`src/hw/rtl/pwsr_pkg.sv`:
```
// ----------------------------------------------------------------------------
// pwsr_pkg
// Shared types and constants for the sorted azimuth range unit.
// ----------------------------------------------------------------------------
package pwsr_pkg;

    localparam int MAX_HITS = 256;
    localparam int IDX_W    = $clog2(MAX_HITS);
    localparam int CNT_W    = IDX_W + 1;
    localparam int PHI_W    = 16;
    localparam int ID_W     = 16;
    localparam int WIN_W    = 17;
    // Keys are held one bit wider than the window so that offsets never wrap.
    localparam int KEY_W    = WIN_W + 1;

    localparam logic signed [KEY_W-1:0] PI_FX     = KEY_W'(32768);
    localparam logic signed [KEY_W-1:0] NEG_PI_FX = -KEY_W'(32768);
    localparam logic signed [KEY_W-1:0] TWO_PI_FX = KEY_W'(65536);

    typedef enum logic [1:0]
    {
        REQ_CLEAR  = 2'd0,
        REQ_INSERT = 2'd1,
        REQ_QUERY  = 2'd2,
        REQ_READ   = 2'd3
    } req_t;

    typedef enum logic [1:0]
    {
        ST_OK      = 2'd0,
        ST_FULL    = 2'd1,
        ST_BAD_IDX = 2'd2
    } status_t;

    // Request from the sequencer to the search unit.
    typedef struct packed
    {
        logic                    start;
        logic [CNT_W-1:0]        from;
        logic signed [KEY_W-1:0] key;
        logic                    strict;
    } srch_req_t;

    typedef struct packed
    {
        logic             done;
        logic [CNT_W-1:0] result;
    } srch_rsp_t;

endpackage

```
`src/hw/rtl/pwsr_search.sv`:
```
// ----------------------------------------------------------------------------
// pwsr_search
// Binary search over the sorted angle store; each probe passes through an address state and a compare state.
// ----------------------------------------------------------------------------
module pwsr_search
(
    input  logic                                 clk,
    input  logic                                 rst_n,
    input  pwsr_pkg::srch_req_t                  req,
    input  logic [pwsr_pkg::CNT_W-1:0]           count,
    output logic [pwsr_pkg::IDX_W-1:0]           rd_addr,
    input  logic signed [pwsr_pkg::PHI_W-1:0]    rd_data,
    output pwsr_pkg::srch_rsp_t                  rsp
);

    typedef enum logic [1:0] {S_IDLE, S_ADDR, S_CMP} state_t;

    state_t                              state_reg, state_next;
    logic [pwsr_pkg::CNT_W-1:0]          lo_reg, lo_next, hi_reg, hi_next;
    logic signed [pwsr_pkg::KEY_W-1:0]   key_reg, key_next;
    logic                                strict_reg, strict_next;
    logic                                done_reg, done_next;
    logic [pwsr_pkg::CNT_W-1:0]          mid;
    logic signed [pwsr_pkg::KEY_W-1:0]   angle;
    logic                                past;

    assign mid     = lo_reg + ((hi_reg - lo_reg) >> 1);
    assign rd_addr = mid[pwsr_pkg::IDX_W-1:0];
    assign angle   = pwsr_pkg::KEY_W'(rd_data);
    assign past    = strict_reg ? (angle > key_reg) : (angle >= key_reg);
    assign rsp.done   = done_reg;
    assign rsp.result = lo_reg;

    always_comb
    begin
        state_next  = state_reg;
        lo_next     = lo_reg;
        hi_next     = hi_reg;
        key_next    = key_reg;
        strict_next = strict_reg;
        done_next   = 1'b0;
        case (state_reg)
            S_IDLE:
            begin
                if (req.start)
                begin
                    lo_next     = req.from;
                    hi_next     = count;
                    key_next    = req.key;
                    strict_next = req.strict;
                    state_next  = S_ADDR;
                end
            end
            S_ADDR:
            begin
                if (lo_reg < hi_reg)
                begin
                    state_next = S_CMP;
                end
                else
                begin
                    done_next  = 1'b1;
                    state_next = S_IDLE;
                end
            end
            S_CMP:
            begin
                if (past)
                begin
                    hi_next = mid;
                end
                else
                begin
                    lo_next = mid + 1'b1;
                end
                state_next = S_ADDR;
            end
            default: state_next = S_IDLE;
        endcase
    end

    always_ff @(posedge clk or negedge rst_n)
    begin
        if (!rst_n)
        begin
            state_reg  <= S_IDLE;
            done_reg   <= 1'b0;
            lo_reg     <= '0;
            hi_reg     <= '0;
            key_reg    <= '0;
            strict_reg <= 1'b0;
        end
        else
        begin
            state_reg  <= state_next;
            done_reg   <= done_next;
            lo_reg     <= lo_next;
            hi_reg     <= hi_next;
            key_reg    <= key_next;
            strict_reg <= strict_next;
        end
    end

    a_bounds: assert property (@(posedge clk) disable iff (!rst_n)
        state_reg == S_CMP |-> lo_reg < hi_reg)
        else $error("search bounds crossed");
    a_done_idle: assert property (@(posedge clk) disable iff (!rst_n)
        done_reg |-> state_reg == S_IDLE)
        else $error("search done while busy");
    a_hi_cnt: assert property (@(posedge clk) disable iff (!rst_n)
        state_reg != S_IDLE |-> hi_reg <= count)
        else $error("search upper bound beyond count");

endmodule

```
`config.mk`:
```
export PLATFORM = sky130hd
export DESIGN_NAME = pwsr_search
export DESIGN_NICKNAME = d
export VERILOG_FILES = /design/src/hw/rtl/pwsr_pkg.sv /design/src/hw/rtl/pwsr_search.sv
export SDC_FILE = /design/constraint.sdc
export NUM_CORES = 1
export LEC_CHECK = 0
export BUFFER_PORTS_ARGS = -buffer_cell sky130_fd_sc_hd__buf_2
export CAP_MARGIN = 20
export CORE_MARGIN = 8
export CORE_UTILIZATION = 35
export CTS_BUF_LIST = sky130_fd_sc_hd__clkbuf_16
export DETAILED_ROUTE_END_ITERATION = 8
export PLACE_DENSITY = 0.61
export SLEW_MARGIN = 20
export SYNTH_ARGS = -nofsm -noshare
export SYNTH_HDL_FRONTEND = slang
export SYNTH_SLANG_ARGS = --single-unit
```
`constraint.sdc`:
```
create_clock -name clk -period 3.8 [get_ports clk]
set_input_delay 0.76 -clock clk [delete_from_list [all_inputs] [get_ports clk]]
set_output_delay 0.76 -clock clk [all_outputs]
set_load 0.1 [all_outputs]
```
==> impl_metrics.json <==
{
  "outcome": "finished with violations",
  "violations": "negative setup slack",
  "fin_crit_sh": 1.01,
  "arrival_ns": 3.09,
  "cts_made_buffers": 5,
  "antenna_found_initial": 0,
  "dieArea_um2": 11800,
  "setup_viol": 1,
  "start_util": 0.362,
  "rsz0062_at_grt": "true",
  "maxSlewViolCount": 0,
  "hold_path_class": "flop to flop",
  "ys_warn_count": 0,
  "worstSetupEndpointType": "primary output",
  "largest_reg_flops": 18,
  "port_buffers": 73,
  "grt_pass1_vias": 2964,
  "path_clk_slew_ns": 0.07,
  "cts_buffer_depth": 2,
  "path_max_fanout": 3,
  "dpl_worst_slack_ns": -0.0503,
  "relSlewSlack": 0.382,
  "drtIter0Drc": 103,
  "critPathLaunchType": "flop",
  "grt_pass1_wl_um": 14000,
  "vias_per_cell": 4.98,
  "cts-root-buf": "clkbuf_16",
  "rows": 33,
  "clock_latency_ns": 0.29,
  "period_minus_slack_ns": 3.85,
  "cts_tree": "done",
  "yosys-top-cells-area": "dfrtp_1 (33%), ha_1 (15%), nand2_1 (6.6%), o21ai_0 (6.0%), inv_1 (5.0%)",
  "fmax_mhz": 260,
  "gp_routability_congestion": 0.851,
  "vias": 2710,
  "whs_ns": 0.515,
  "cp.required_ns": 3.04,
  "synth-edff-count": 0,
  "cts.htree.levels": 2,
  "synthArstFlopShare": 1.00,
  "grt-ovfl-total": 0,
  "yosysUniqueCellTypes": 49,
  "route.detailed.drc": 0,
  "synthCells": 345,
  "clock_sinks": 40,
  "pin_count": 74,
  "wl_per_cell_um": 15.0,
  "grt_max_degree": 41,
  "skew_ns": 0.0107,
  "ant_nets": 0,
  "drive_gt1_frac": 0.363,
  "hold_viol": 0,
  "drtPass1Iterations": 4,
  "die_w_um": 108,
  "syn2layout_area_growth_pct": 38.0,
  "synth_top_flop_cell": "dfrtp_1",
  "synthesis.nets": 439,
  "cap_viol_max_count": 0,
  "final_nets": 531,
  "dp_hpwl_um": 6230,
  "die_h_um": 108,
  "routed_wl_um": 8140,
  "fillers": 798,
  "core-area_um2": 8260,
  "synth_seq_cells": 40,
  "ys_seq_area_frac": 0.334,
  "synth_largest_area_cell": "dfrtp_1",
  "worst_pin_slew_ns": 0.928,
  "syn_avg_cell_area_um2": 8.67,
  "setup_ws_ns": -0.0451,
  "path_class": "flop to primary output",
  "netlist_area_um2": 2990,
  "synth_top_area_frac": 0.334,
  "grt_usage": 0.148
}
synth_stat cells, drive strengths merged, types with 5 or more instances:
library cell	n
o21ai	37
dfrtp	40
nor2	23
xor2	5
mux2i	9
nand2	53
ha	36
inv	40
mux2	9
a21o	5
xnor2	12
clkbuf	6
a21oi	14
nand4	7
critical path, stage by stage, from the launching register on:
cell      delay [ns]
dfrtp_4         0.49
ha_4            0.17
fa_2            0.35
nor2b_1         0.12
o21ai_1         0.06
nand2b_1        0.11
nand2_1         0.06
nand2_1         0.09
a21oi_2         0.06
xnor2_1         0.17
ha_2            0.32
o21ai_2         0.18
a31oi_2         0.07
nor3_2          0.29
nor2_4          0.09
buf_12          0.18
metrics by stage:
step | cell area, µm² | setup TNS, ns | std cells | util
final | 4130 | -0.0451 | 544 | 0.500
after global routing | 4130 | -0.663 | 543 | 0.500
after CTS | 4050 | -0.0702 | 538 | 0.490
after detailed placement | 3740 | -0.0503 | 519 | 0.452
after global placement | 3740 | 0 | 519 | 0.452
after floorplan | 3180 | -0.193 | 345 | -
cell usage in the layout (no fill, tap or decap), types with 4 or more instances in the layout:
cell / count
buf_2: 68
nand2_1: 52
inv_1: 39
dfrtp_1: 34
o21ai_0: 31
ha_1: 29
buf_4: 19
nor2_1: 18
a21oi_1: 11
xnor2_1: 11
mux2_2: 9
mux2i_1: 9
nand4_1: 7
a21o_1: 5
clkbuf_16: 5
buf_12: 5
o21ai_2: 4
nand3_1: 4
ha_4: 4
layer usage:
layer  global-route usage  part of all wire
met3               0.0464             0.063
met5                    0                 0
met1                0.185              0.47
met2                0.242              0.46
met4               0.0352            0.0086
timing repair:
| action | in CTS | in global routing |
|---|---|---|
| setup buffers | 11 | 6 |
| gates resized for setup | 18 | 12 |
| pin swaps | 11 | 14 |
| setup endpoints to repair | 3 | 6 |
| hold buffers | 0 | 0 |
| hold endpoints to repair | 0 | 0 |
cells by family after synthesis:
group,Yosys count,synth area share
simple gates,108,0.168
compound gates,76,0.153
buf+inv,48,0.0665
flops,40,0.334
fa+ha+maj,38,0.164
mux,18,0.0640
xor+xnor,17,0.0497
final timing paths:
path / depth (start not counted) / from / end / slack (ns)
max in group asynchronous: 1 / rst_n / lo_reg[0] / 2.51
min in group asynchronous: 1 / rst_n / lo_reg[3] / 0.61
hold / removal: 1 / hi_reg[3] / hi_reg[3] / 0.51
setup / recovery: 15 / lo_reg[0] / rd_addr[7] / -0.05
setup reg to reg: 18 / lo_reg[1] / lo_reg[8] / 0.10
hold reg to reg: 1 / hi_reg[3] / hi_reg[3] / 0.51
area by class of cell:
| type | instances | area, µm² | share of cell area |
|---|---|---|---|
| clock inverter | 3 | 20.0 | 0.00485 |
| clock buffer | 5 | 125 | 0.0303 |
| multi-input combinational | 257 | 2090 | 0.505 |
| tap | 105 | 131 | 0.0318 |
| timing repair buffer | 93 | 594 | 0.144 |
| sequential | 40 | 1020 | 0.246 |
| antenna | 1 | 2.50 | 0.000606 |
| inverter | 40 | 153 | 0.0370 |
Power is not shown: default switching activity piles up to over one toggle a cycle in this logic, so the estimate is an artifact.
